==> src/rtl/spmp_pkg.sv <==
// ============================================================================
// spmp_pkg
// Shared types and constants for the LIFO stack with multi-entry pop.
// ============================================================================
package spmp_pkg;

  localparam int VALUE_W = 25;
  localparam int COUNT_W = 7;

  typedef enum logic {
    OP_PUSH = 1'b0,
    OP_POP  = 1'b1
  } opcode_t;

  typedef enum logic [1:0] {
    ST_OK      = 2'd0,
    ST_FULL    = 2'd1,
    ST_BAD_POP = 2'd2
  } status_t;

  // controller -> datapath
  typedef struct packed {
    logic    take;       // latch the accepted word
    logic    push_wr;    // write item to top, bump level
    logic    emit_stat;  // load a single status result
    status_t stat;       // status code for emit_stat
    logic    start_pop;  // set read pointer and drop level
    logic    emit_pop;   // load one popped entry into the output
  } cmd_t;

  // datapath -> controller
  typedef struct packed {
    logic slot_free;  // output register can take a result this cycle
    logic is_pop;     // held item is a pop
    logic full;       // level at capacity
    logic pop_bad;    // pop count zero or not below level
    logic pop_last;   // one entry left in the run
  } sts_t;

endpackage

==> src/rtl/spmp_if.sv <==
// ============================================================================
// spmp_if
// Request and result channels: valid/ready handshake with payload.
// ============================================================================
interface spmp_req_if;
  logic                                valid;
  logic                                ready;
  logic                                opcode;
  logic signed [spmp_pkg::VALUE_W-1:0] push_value;
  logic        [spmp_pkg::COUNT_W-1:0] pop_count;

  modport source (output valid, output opcode, output push_value, output pop_count,
                  input ready);
  modport sink   (input valid, input opcode, input push_value, input pop_count,
                  output ready);
endinterface

interface spmp_rsp_if;
  logic                                valid;
  logic                                ready;
  logic signed [spmp_pkg::VALUE_W-1:0] popped_value;
  logic        [1:0]                   status;
  logic                                last;

  modport source (output valid, output popped_value, output status, output last,
                  input ready);
  modport sink   (input valid, input popped_value, input status, input last,
                  output ready);
endinterface

==> src/rtl/spmp_ram.sv <==
// ============================================================================
// spmp_ram
// Generic simple dual-port RAM, one write and one registered read port.
// ============================================================================
module spmp_ram #(
  parameter int WIDTH  = 25,
  parameter int DEPTH  = 64,
  parameter int ADDR_W = $clog2(DEPTH)
) (
  input  logic              clk,
  input  logic              wr_en,
  input  logic [ADDR_W-1:0] wr_addr,
  input  logic [WIDTH-1:0]  wr_data,
  input  logic [ADDR_W-1:0] rd_addr,
  output logic [WIDTH-1:0]  rd_data
);

  logic [WIDTH-1:0] mem [DEPTH];

  always_ff @(posedge clk) begin
    if (wr_en) begin
      mem[wr_addr] <= wr_data;
    end
    rd_data <= mem[rd_addr];
  end

endmodule

==> src/rtl/spmp_ctrl.sv <==
// ============================================================================
// spmp_ctrl
// Sequencer: accepts a word, resolves push or pop, walks the pop run.
// ============================================================================
module spmp_ctrl (
  input  logic            clk,
  input  logic            rst,
  input  logic            in_valid,
  output logic            in_ready,
  input  spmp_pkg::sts_t  sts,
  output spmp_pkg::cmd_t  cmd
);
  import spmp_pkg::*;

  typedef enum logic [1:0] {
    IDLE,
    EXEC,
    POP
  } state_t;

  state_t state, state_next;

  // next state and commands
  always_comb begin
    state_next = state;
    in_ready   = 1'b0;
    cmd        = '0;
    cmd.stat   = ST_OK;
    case (state)
      IDLE: begin
        in_ready = sts.slot_free;
        if (in_valid && sts.slot_free) begin
          cmd.take   = 1'b1;
          state_next = EXEC;
        end
      end
      EXEC: begin
        // output register is empty here: it was free when the word came in
        if (!sts.is_pop) begin
          cmd.emit_stat = 1'b1;
          if (sts.full) begin
            cmd.stat = ST_FULL;
          end else begin
            cmd.push_wr = 1'b1;
            cmd.stat    = ST_OK;
          end
          state_next = IDLE;
        end else if (sts.pop_bad) begin
          cmd.emit_stat = 1'b1;
          cmd.stat      = ST_BAD_POP;
          state_next    = IDLE;
        end else begin
          cmd.start_pop = 1'b1;
          state_next    = POP;
        end
      end
      POP: begin
        if (sts.slot_free) begin
          cmd.emit_pop = 1'b1;
          if (sts.pop_last) begin
            state_next = IDLE;
          end
        end
      end
      default: begin
        state_next = IDLE;
      end
    endcase
  end

  always_ff @(posedge clk) begin
    if (rst) begin
      state <= IDLE;
    end else begin
      state <= state_next;
    end
  end

endmodule

==> src/rtl/spmp_dp.sv <==
// ============================================================================
// spmp_dp
// Datapath: held word, level, entry RAM, read pointer and result register.
// ============================================================================
module spmp_dp #(
  parameter int DEPTH = 64
) (
  input  logic                                clk,
  input  logic                                rst,
  input  logic                                in_opcode,
  input  logic signed [spmp_pkg::VALUE_W-1:0] in_push_value,
  input  logic        [spmp_pkg::COUNT_W-1:0] in_pop_count,
  input  spmp_pkg::cmd_t                      cmd,
  output spmp_pkg::sts_t                      sts,
  spmp_rsp_if.source                          rsp
);
  import spmp_pkg::*;

  localparam int AW = $clog2(DEPTH);
  localparam int LW = $clog2(DEPTH + 1);
  localparam int CW = (LW > COUNT_W) ? LW : COUNT_W;

  // held word
  logic               item_op;
  logic [VALUE_W-1:0] item_value;
  logic [COUNT_W-1:0] item_count;

  logic [LW-1:0]      level;
  logic [AW-1:0]      rd_idx, rd_idx_next;
  logic [COUNT_W-1:0] remaining;
  logic [VALUE_W-1:0] rd_data;
  logic [CW-1:0]      base;

  logic               out_valid;
  logic [VALUE_W-1:0] out_value;
  status_t            out_status;
  logic               out_last;

  always_ff @(posedge clk) begin
    if (cmd.take) begin
      item_op    <= in_opcode;
      item_value <= in_push_value;
      item_count <= in_pop_count;
    end
  end

  // status toward the controller
  assign base          = CW'(level) - CW'(item_count);
  assign sts.slot_free = !out_valid || rsp.ready;
  assign sts.is_pop    = (item_op == OP_POP);
  assign sts.full      = (level == LW'(DEPTH));
  assign sts.pop_bad   = (item_count == '0) || (CW'(item_count) >= CW'(level));
  assign sts.pop_last  = (remaining == COUNT_W'(1));

  // level
  always_ff @(posedge clk) begin
    if (rst) begin
      level <= '0;
    end else if (cmd.push_wr) begin
      level <= level + LW'(1);
    end else if (cmd.start_pop) begin
      level <= base[LW-1:0];
    end
  end

  // the next read pointer drives the RAM address, so rd_data tracks rd_idx
  always_comb begin
    rd_idx_next = rd_idx;
    if (cmd.start_pop) begin
      rd_idx_next = base[AW-1:0];
    end else if (cmd.emit_pop) begin
      rd_idx_next = rd_idx + AW'(1);
    end
  end

  always_ff @(posedge clk) begin
    rd_idx <= rd_idx_next;
    if (cmd.start_pop) begin
      remaining <= item_count;
    end else if (cmd.emit_pop) begin
      remaining <= remaining - COUNT_W'(1);
    end
  end

  spmp_ram #(
    .WIDTH (VALUE_W),
    .DEPTH (DEPTH)
  ) u_ram (
    .clk     (clk),
    .wr_en   (cmd.push_wr),
    .wr_addr (level[AW-1:0]),
    .wr_data (item_value),
    .rd_addr (rd_idx_next),
    .rd_data (rd_data)
  );

  // result register
  always_ff @(posedge clk) begin
    if (rst) begin
      out_valid <= 1'b0;
    end else if (cmd.emit_stat || cmd.emit_pop) begin
      out_valid <= 1'b1;
    end else if (rsp.ready) begin
      out_valid <= 1'b0;
    end
  end

  always_ff @(posedge clk) begin
    if (cmd.emit_stat) begin
      out_value  <= '0;
      out_status <= cmd.stat;
      out_last   <= 1'b1;
    end else if (cmd.emit_pop) begin
      out_value  <= rd_data;
      out_status <= ST_OK;
      out_last   <= (remaining == COUNT_W'(1));
    end
  end

  assign rsp.valid        = out_valid;
  assign rsp.popped_value = out_value;
  assign rsp.status       = out_status;
  assign rsp.last         = out_last;

endmodule

==> src/rtl/stack_push_multi_pop_unit.sv <==
// ============================================================================
// stack_push_multi_pop_unit
// LIFO stack of signed 25-bit values; a pop removes N top entries as a run.
// ============================================================================
//
//   Channel  Dir  Word fields                           Notes
//   req      in   opcode, push_value, pop_count         one word per command
//   rsp      out  popped_value, status, last            last marks end of run
//
// Push and refused pop: accept, then execute into the result register.
// Successful pop of N: accept, start the run, then one entry per cycle
// while the output is free, from the RAM's registered port. Reset clears
// state, level and out_valid only; the entry RAM needs no clearing pass.
// A stalled rsp holds the run; req is taken again once the output is free.
// ============================================================================
module stack_push_multi_pop_unit #(
  parameter int DEPTH = 64
) (
  input logic        clk,
  input logic        rst,
  spmp_req_if.sink   req,
  spmp_rsp_if.source rsp
);
  import spmp_pkg::*;

  cmd_t cmd;
  sts_t sts;
  logic in_ready;

  assign req.ready = in_ready;

  spmp_ctrl u_ctrl (
    .clk      (clk),
    .rst      (rst),
    .in_valid (req.valid),
    .in_ready (in_ready),
    .sts      (sts),
    .cmd      (cmd)
  );

  spmp_dp #(
    .DEPTH (DEPTH)
  ) u_dp (
    .clk           (clk),
    .rst           (rst),
    .in_opcode     (req.opcode),
    .in_push_value (req.push_value),
    .in_pop_count  (req.pop_count),
    .cmd           (cmd),
    .sts           (sts),
    .rsp           (rsp)
  );

endmodule
==> src/flat_wrapper.sv <==
// flat-port wrapper written by rule: the top's interface ports become plain ports
module stack_push_multi_pop_unit_flat import spmp_pkg::*;
#(
  parameter int DEPTH = 64
)
  (clk, rst, req_valid, req_opcode, req_push_value, req_pop_count, req_ready, rsp_valid, rsp_popped_value, rsp_status, rsp_last, rsp_ready);
  spmp_req_if req_i ();
  spmp_rsp_if rsp_i ();
  input logic clk;
  input logic rst;
  input wire logic [$bits(req_i.valid)-1:0] req_valid;
  input wire logic [$bits(req_i.opcode)-1:0] req_opcode;
  input wire logic [$bits(req_i.push_value)-1:0] req_push_value;
  input wire logic [$bits(req_i.pop_count)-1:0] req_pop_count;
  output wire logic [$bits(req_i.ready)-1:0] req_ready;
  output wire logic [$bits(rsp_i.valid)-1:0] rsp_valid;
  output wire logic [$bits(rsp_i.popped_value)-1:0] rsp_popped_value;
  output wire logic [$bits(rsp_i.status)-1:0] rsp_status;
  output wire logic [$bits(rsp_i.last)-1:0] rsp_last;
  input wire logic [$bits(rsp_i.ready)-1:0] rsp_ready;
  assign req_i.valid = req_valid;
  assign req_i.opcode = req_opcode;
  assign req_i.push_value = req_push_value;
  assign req_i.pop_count = req_pop_count;
  assign req_ready = req_i.ready;
  assign rsp_valid = rsp_i.valid;
  assign rsp_popped_value = rsp_i.popped_value;
  assign rsp_status = rsp_i.status;
  assign rsp_last = rsp_i.last;
  assign rsp_i.ready = rsp_ready;
  stack_push_multi_pop_unit #(.DEPTH(DEPTH)) u_core (.clk(clk), .rst(rst), .req(req_i), .rsp(rsp_i));
endmodule
==> config.mk <==
export PLATFORM = sky130hd
export DESIGN_NAME = stack_push_multi_pop_unit_flat
export DESIGN_NICKNAME = d
export VERILOG_FILES = /design/src/rtl/spmp_pkg.sv /design/src/rtl/spmp_if.sv /design/src/rtl/spmp_ram.sv /design/src/rtl/spmp_ctrl.sv /design/src/rtl/spmp_dp.sv /design/src/rtl/stack_push_multi_pop_unit.sv /design/src/flat_wrapper.sv
export SDC_FILE = /design/constraint.sdc
export NUM_CORES = 2
export LEC_CHECK = 0
export BUFFER_PORTS_ARGS = -buffer_cell sky130_fd_sc_hd__buf_2
export CAP_MARGIN = 10
export CORE_MARGIN = 2
export CORE_UTILIZATION = 50
export CTS_BUF_LIST = sky130_fd_sc_hd__clkbuf_16
export CTS_CLUSTER_DIAMETER = 150
export CTS_CLUSTER_SIZE = 40
export DETAILED_ROUTE_END_ITERATION = 7
export GPL_ROUTABILITY_DRIVEN = 0
export MAX_ROUTING_LAYER = met4
export PLACE_DENSITY = 0.65
export SKIP_LAST_GASP = 1
export SLEW_MARGIN = 20
export SYNTH_ARGS = -nofsm -noshare
export SYNTH_HDL_FRONTEND = slang
export SYNTH_SLANG_ARGS = --single-unit
==> constraint.sdc <==
create_clock -name clk -period 3.6 [get_ports clk]
set_input_delay 0.18 -clock clk [delete_from_list [all_inputs] [get_ports clk]]
set_output_delay 0.18 -clock clk [all_outputs]
set_load 0.01 [all_outputs]
---- Word-level counts from Yosys, hierarchy flattened ----
Memories as Yosys holds them, arrays and structs flattened. A register that Yosys moved wholly into a read port is not among the register bits.
Index checks and enable logic that the tools add are counted.
word-level totals
  memories kept ........................... 1
  bits in read-only memories .............. 0
  bits in registers ....................... 84
  input bits .............................. 37
  latch bits .............................. 0
  output and inout port bits .............. 30
  RAM bits ................................ 1600
  word-level logic and storage cells ...... 67
operators by class
  eq/ne operators ......................... 7
  add/sub/neg operators ................... 4
  shift-type cells ........................ 0
  reductions and logical operators ........ 12
  multipliers ............................. 0
  order comparisons ....................... 1
  muxes and demuxes ....................... 31
  bitwise operators ....................... 0
  divide/modulo/power cells ............... 0
memory list
  name                   words  bits a word  read ports  clocked after memory_dff  write ports  line            source
  u_core.u_dp.u_ram.mem  64     25           1           1                         1            spmp_ram.sv:18  logic [WIDTH-1:0] mem [DEPTH];
operators by type and width
  operator               number
  $mux W7                4
  $mux W1                14
  $mux W2                7
  $mux W6                2
  $reduce_bool A2 Y1     4
  $add A7 B1 Y7 const B  1
  $eq A7 B1 Y1 const B   1
  $eq A7 B7 Y1 const B   1
  $ge A7 B7 Y1           1
  $logic_not A7 Y1       1
  $sub A7 B1 Y7 const B  1
  $sub A7 B7 Y7          1
  $add A6 B1 Y6 const B  1
  $mux W3                2
  $pmux W2 S3            1
  $mux W5                1
  $ne A2 B2 Y1 const B   2
  $logic_or A1 B1 Y1     3
  $reduce_and A3 Y1      1
  $eq A2 B1 Y1 const B   1
  $eq A2 B2 Y1 const B   1
  $logic_not A2 Y1       1
  $ne A2 B1 Y1 const B   1
  $logic_and A1 B1 Y1    1
  $logic_not A1 Y1       1

---- Longest topological paths before layout ----
  depth after elaboration ................. 7
  depth in mapped cells ................... 17
  gate-level depth less buffers ........... 15

---- Hierarchy ----
A second synthesis with hierarchy kept.
unflattened totals
  cell total of the unflattened synthesis .. 3164
  area total of the unflattened synthesis .. 66063.4 sq um
by module, submodules not included
  module     times used  sequential area each (sq um)  cells each  area each (sq um)
  spmp_ram   1           48546.6                       2850        62497.4
  spmp_dp    1           2062.0                        296         3423.3
  spmp_ctrl  1           40.0                          18          142.6

---- Least setup slack after synthesis ----
OpenSTA, ideal clock, no wires.
  path kind ............................... register to register
  start point ............................. register u_core.u_dp.level[3]
  end point ............................... memory u_core.u_dp.u_ram.mem[61][0], enable pin
  clock period less this slack ............ 3240 ps
  setup time .............................. 407 ps
  data arrival time ....................... 2833 ps
  setup slack ............................. 360 ps
  stages on the path, launching flop included .. 10
  cell sequence ........................... dfxtp_1 -> clkbuf_1 -> or3_1 -> clkbuf_1 -> inv_1 -> nand4b_1 -> nand2_1 -> clkbuf_1 -> or2_2 -> nor2_1
between the ends
  word-level cells in the longest chain between the ends .. 6
ends and longest elaborated chain
  item                           line             source
  start: declaration             spmp_dp.sv:28    logic [LW-1:0] level;
  start signal: assignment       spmp_dp.sv:60    level <= level + LW'(1);
  start signal: assignment       spmp_dp.sv:62    level <= base[LW-1:0];
  $eq A7 B7 Y1                   spmp_dp.sv:51    assign sts.full = (level == LW'(DEPTH));
  $mux W1                        spmp_ctrl.sv:41  if (sts.full) begin
  $mux W1                        spmp_ctrl.sv:39  if (!sts.is_pop) begin
  $mux W5                        spmp_ctrl.sv:29  case (state)
  $mux W1                        spmp_ram.sv:21   if (wr_en) begin
  $mux W1 (not written as such)  spmp_ram.sv:22   mem[wr_addr] <= wr_data;
  end: declaration               spmp_ram.sv:18
Parallel ways exist; a longest one is shown, timed or not.

---- Final worst setup path ----
  start point ............................. register u_core.u_dp.item_count[4]
  end point ............................... register u_core.u_dp.u_ram.rd_data[5], read port of u_core.u_dp.u_ram.mem
between the ends
  word-level cells in the longest chain between the ends .. 6
  elaborated cells between the ends (all ways) .. 8
  classes of those cells .................. 1 x add/sub; 1 x order compare; 4 x mux; 2 x reduce/logical
ends and longest elaborated chain
  item                                              line             source
  start: declaration                                spmp_dp.sv:26    logic [COUNT_W-1:0] item_count;
  start signal: assignment                          spmp_dp.sv:43    item_count <= in_pop_count;
  $ge A7 B7 Y1 or $logic_not A7 Y1 (tied branches)  spmp_dp.sv:52    assign sts.pop_bad = (item_count == '0) || (CW'(item_count) >= CW'(level));
  $logic_or A1 B1 Y1                                spmp_dp.sv:52
  $mux W1                                           spmp_ctrl.sv:48  end else if (sts.pop_bad) begin
  $mux W1                                           spmp_ctrl.sv:39
  $mux W5                                           spmp_ctrl.sv:29
  $mux W6 (*)                                       spmp_dp.sv:69    if (cmd.start_pop) begin
  end: declaration                                  spmp_ram.sv:15   output logic [WIDTH-1:0] rd_data
Mark *: on every way between the ends. The rest lies on a longest branch, timed or not.
A chain may end at the register's enable or synchronous reset.

==> results.py <==
metrics = {
    "logic_synthesis": {
        "netlist_area_mm2": 0.0660,
        "unique_cell_type_count_in_the_yosys_netlist": 53,
        "synth_async_sr_flop_share_pct": 0,
        "post_synth.cell_area_avg_um2": 13.7,
        "synth_fp_nets": 4881,
        "synth-seq-area-share_pct": 76.7,
        "synthDominantCellAreaShare_pct": 74.7,
        "synth-edff-count": 1642,
        "synth_top_flop_cell": "sky130_fd_sc_hd__edfxtp_1",
        "biggest_area_contributors_in_the_synthesized_netlist": "sky130_fd_sc_hd__edfxtp_1, sky130_fd_sc_hd__nand2_1, sky130_fd_sc_hd__nand3_1",
        "synthCells": 4831,
        "synth.largest_area_cell": "sky130_fd_sc_hd__edfxtp_1",
        "yosys_register_bits": 1709,
        "synthesis.yosys.warnings": 0,
    },
    "timing": {
        "max-slew-margin-rel_pct": 41.6,
        "timing.fmax_mhz": 268,
        "hold_viol": 0,
        "postLayoutSetupSlackWorst_ns": -0.135,
        "setup_viol": 7,
        "slew_violations": 0,
        "final_min_period_over_clock_period_pct": 104,
        "period_minus_slack_ns": 3.74,
        "rsz0062_at_grt": "true",
        "skew_ns": 0.0325,
        "max_slew.worst_pin.slew_ns": 0.876,
    },
    "setup_path": {
        "critical_path_buf_inv_count": 7,
        "cp_data_arrival_time_ns": 4.38,
        "critical_path.max_fanout": 11,
        "crit_path_top_delay_cell": "sky130_fd_sc_hd__nand4_1",
        "worst-r2r-setup-slack_ns": -0.14,
        "critPathMaxStageDelay_ns": 0.47,
        "worstReg2RegStart": "u_core.u_dp.item_count[4]",
        "timing.critical_path.required_ns": 4.25,
        "critPathTopFamily": "simple AND/OR/NAND/NOR gates",
        "timing.setup.critical_path_class": "flip-flop to flip-flop",
        "timing.critical_path.from_type": "flip-flop",
        "worst_setup_path_end_kind": "flip-flop",
        "r2r-end": "u_core.u_dp.u_ram.rd_data[5]",
        "worstRegToRegCells": 18,
        "crit_path_cell_trace": "inv_2 -> ha_4 -> nand4_1 -> buf_4 -> a21oi_4 -> o211a_4 -> nand3_4 -> a21o_4 -> buf_12 -> buf_16 -> buf_12 -> buf_16 -> buf_12 -> nand2_1 -> nand3_1 -> nand4_1 -> nand4_1 -> a21o_1",
    },
    "placement": {
        "io_buffers": 66,
        "dp_hpwl_mm": 107,
        "count_of_placed_standard_cells_including_taps": 6671,
    },
    "worst_hold_path": {
        "hold_path_end": "u_core.u_dp.item_value[17]",
        "hold_path_start": "req_push_value[17]",
        "hold_depth": 2,
        "hp-class": "input pin to flip-flop",
    },
    "power": {
        "power_density_mw_per_mm2": 557,
        "total_leakage_power_nw": 25.0,
        "ir_worst_vdd_mv": 0.436,
    },
    "cts": {
        "cts.sinks": 1709,
        "tritoncts": "built",
        "cts.root.buffer_cell": "sky130_fd_sc_hd__clkbuf_16",
        "htree_num_levels": 2,
        "cts.clk_slew.worst_paths_ns": 0.14,
        "cts_buffers": 48,
        "later_pin_clock_latency_in_the_skew_report_ns": 0.73,
        "max-clock-path-buffers": 3,
    },
    "floorplanning": {
        "floorplan.die_area_mm2": 0.135,
        "initial_utilization_pct": 50.3,
        "die_width_um": 367,
        "placeableCoreArea_mm2": 0.131,
        "die_height_um": 367,
        "number_of_placement_rows": 133,
        "floorplan.io_pins": 67,
    },
    "final_layout": {
        "drive_above_1_share_pct": 13.0,
        "final-instance-count-excl-fill": 6896,
        "layout.nets": 5147,
        "final_common_cell": "sky130_fd_sc_hd__edfxtp_1",
        "fin_util_pct": 56.7,
        "syn2layout_area_growth_pct": 12.7,
        "final_cell_mix": "sky130_fd_sc_hd__edfxtp_1, sky130_fd_sc_hd__nand2_1, sky130_fd_sc_hd__nand3_1",
    },
    "global_routing": {
        "largest_net_degree_at_the_start_of_global_routing": 75,
        "grt_remaining_overflow": 0,
        "antenna_violations_before_repair": 13,
        "number_of_global_route_vias_before_repair": 38718,
        "wire_length_of_the_first_global_routing_pass_mm": 269,
        "groute.usage.overall_pct": 28.1,
    },
    "run": {
        "maxCapViolations": 0,
    },
    "run_status": {
        "status": "finished with violations",
        "violations": "negative setup slack",
    },
    "routing": {
        "postRouteWirelength_mm": 190,
        "post-route-drc-count": 0,
        "via_count": 41961,
        "drtIter0Drc": 6113,
        "final_antenna_net_count": 0,
        "drt_pre_antenna_iters": 6,
        "avgRoutedWirePerCell_um": 27.6,
        "routed_via_density": 6.08,
    },
}
metal layers:
layer	share of wire [%]	global-route usage, %	vias up
li1	-	-	18322
met1	39	37.5	21166
met2	48	43.9	2158
met3	8.3	2.75	315
met4	5.3	13.2	0
met5	0	-	-
worst max-delay path by stage:
stage	from	to	slack [ns]	cells past startpoint
finish	u_core.u_dp.item_count[4]	u_core.u_dp.u_ram.rd_data[5]	-0.14	18
floorplan	u_core.u_dp.level[3]	u_core.u_dp.u_ram.mem[61][0]	0.36	9
detailed placement	u_core.u_dp.item_count[2]	u_core.u_dp.u_ram.rd_data[6]	-0.44	15
global placement	u_core.u_dp.item_count[2]	u_core.u_dp.u_ram.rd_data[6]	-0.38	15
global route	u_core.u_dp.item_count[4]	u_core.u_dp.u_ram.rd_data[13]	-0.24	17
CTS	u_core.u_dp.item_count[0]	u_core.u_dp.u_ram.rd_data[5]	-0.03	15
cell usage after synthesis (5+ instances only):
cell and instances:
sky130_fd_sc_hd__inv_1 17, sky130_fd_sc_hd__xnor2_1 9, sky130_fd_sc_hd__nand3_1 482, sky130_fd_sc_hd__a22oi_1 25
sky130_fd_sc_hd__nor2b_1 5, sky130_fd_sc_hd__nand2_1 1424, sky130_fd_sc_hd__a21o_1 29, sky130_fd_sc_hd__clkbuf_1 130
sky130_fd_sc_hd__nand4_1 179, sky130_fd_sc_hd__a21oi_1 140, sky130_fd_sc_hd__buf_1 15, sky130_fd_sc_hd__ha_1 12
sky130_fd_sc_hd__buf_2 146, sky130_fd_sc_hd__mux2i_1 101, sky130_fd_sc_hd__and2_1 6, sky130_fd_sc_hd__o21ai_0 37
sky130_fd_sc_hd__or2_2 9, sky130_fd_sc_hd__nor2_1 84, sky130_fd_sc_hd__buf_4 6, sky130_fd_sc_hd__a32oi_1 150
sky130_fd_sc_hd__nor2_2 5, sky130_fd_sc_hd__dfxtp_1 67, sky130_fd_sc_hd__or3_1 7, sky130_fd_sc_hd__a31oi_1 54
sky130_fd_sc_hd__edfxtp_1 1642, sky130_fd_sc_hd__nor3_1 8
through the flow:
| step | total power [W] | TNS [ns] | setup WS, ns | area [um^2] | hold slack, ns |
|---|---|---|---|---|---|
| 3_3_place_gp | 0.0321 | -1.47 | -0.382 | 70700 | 0.358 |
| 3_5_place_dp | 0.0322 | -2.41 | -0.439 | 70700 | 0.358 |
| 6_report | 0.0415 | -0.467 | -0.135 | 74400 | 0.163 |
| 2_1_floorplan | 0.0277 | 0 | 0.360 | 66000 | 0.279 |
| 5_1_grt | 0.0427 | -2.61 | -0.236 | 74400 | 0.153 |
| 4_1_cts | 0.0409 | -0.0431 | -0.0274 | 73700 | 0.115 |
what timing repair did:
item / 4_1_cts / 5_1_grt
hold buffers: 36 / 0
endpoints found under the setup margin: 16 / 25
gates resized for setup: 59 / 41
hold endpoints to repair: 43 / 0
pin swaps: 23 / 40
buffers inserted: 38 / 31
gates cloned: 17 / 11
registers in the layout, summed over array words and instances (netlist names):
| name | flops |
|---|---|
| u_core.u_dp.item_count | 7 |
| u_core.u_dp.item_op | 1 |
| u_core.u_dp.u_ram.mem | 1600 |
| u_core.u_dp.item_value | 25 |
| u_core.u_dp.rsp.status | 2 |
| u_core.u_dp.level | 7 |
| u_core.u_ctrl.state | 2 |
| u_core.u_dp.u_ram.rd_data | 25 |
| u_core.u_dp.rsp.last | 1 |
| u_core.u_dp.rsp.valid | 1 |
| u_core.u_dp.rd_idx | 6 |
| u_core.u_dp.remaining | 7 |
| u_core.u_dp.rsp.popped_value | 25 |
power by group:
part / internal, W / switching (W)
registers: 0.0220 / 0.000180
clock network: 0.00255 / 0.00560
logic: 0.00421 / 0.00689
total: 0.0288 / 0.0127
area by class of cell:
class                      instances  area, um^2
tap                             1755        2200
clock inverter                    41         176
inverter                          20        90.1
antenna                            4        10.0
multi-input combinational       2804       14500
timing repair buffer             514        5570
fill                           10239       56900
clock buffer                      49        1230
sequential                      1709       50600
cells by family after synthesis:
| family | share of synthesized area [%] |
|---|---|
| simple gates | 14.5 |
| flops | 76.7 |
| compound gates | 4.66 |
| buf+inv | 2.12 |
| mux | 1.57 |
| xor+xnor | 0.172 |
| fa+ha+maj | 0.258 |
(Power assumes the default switching activity.)
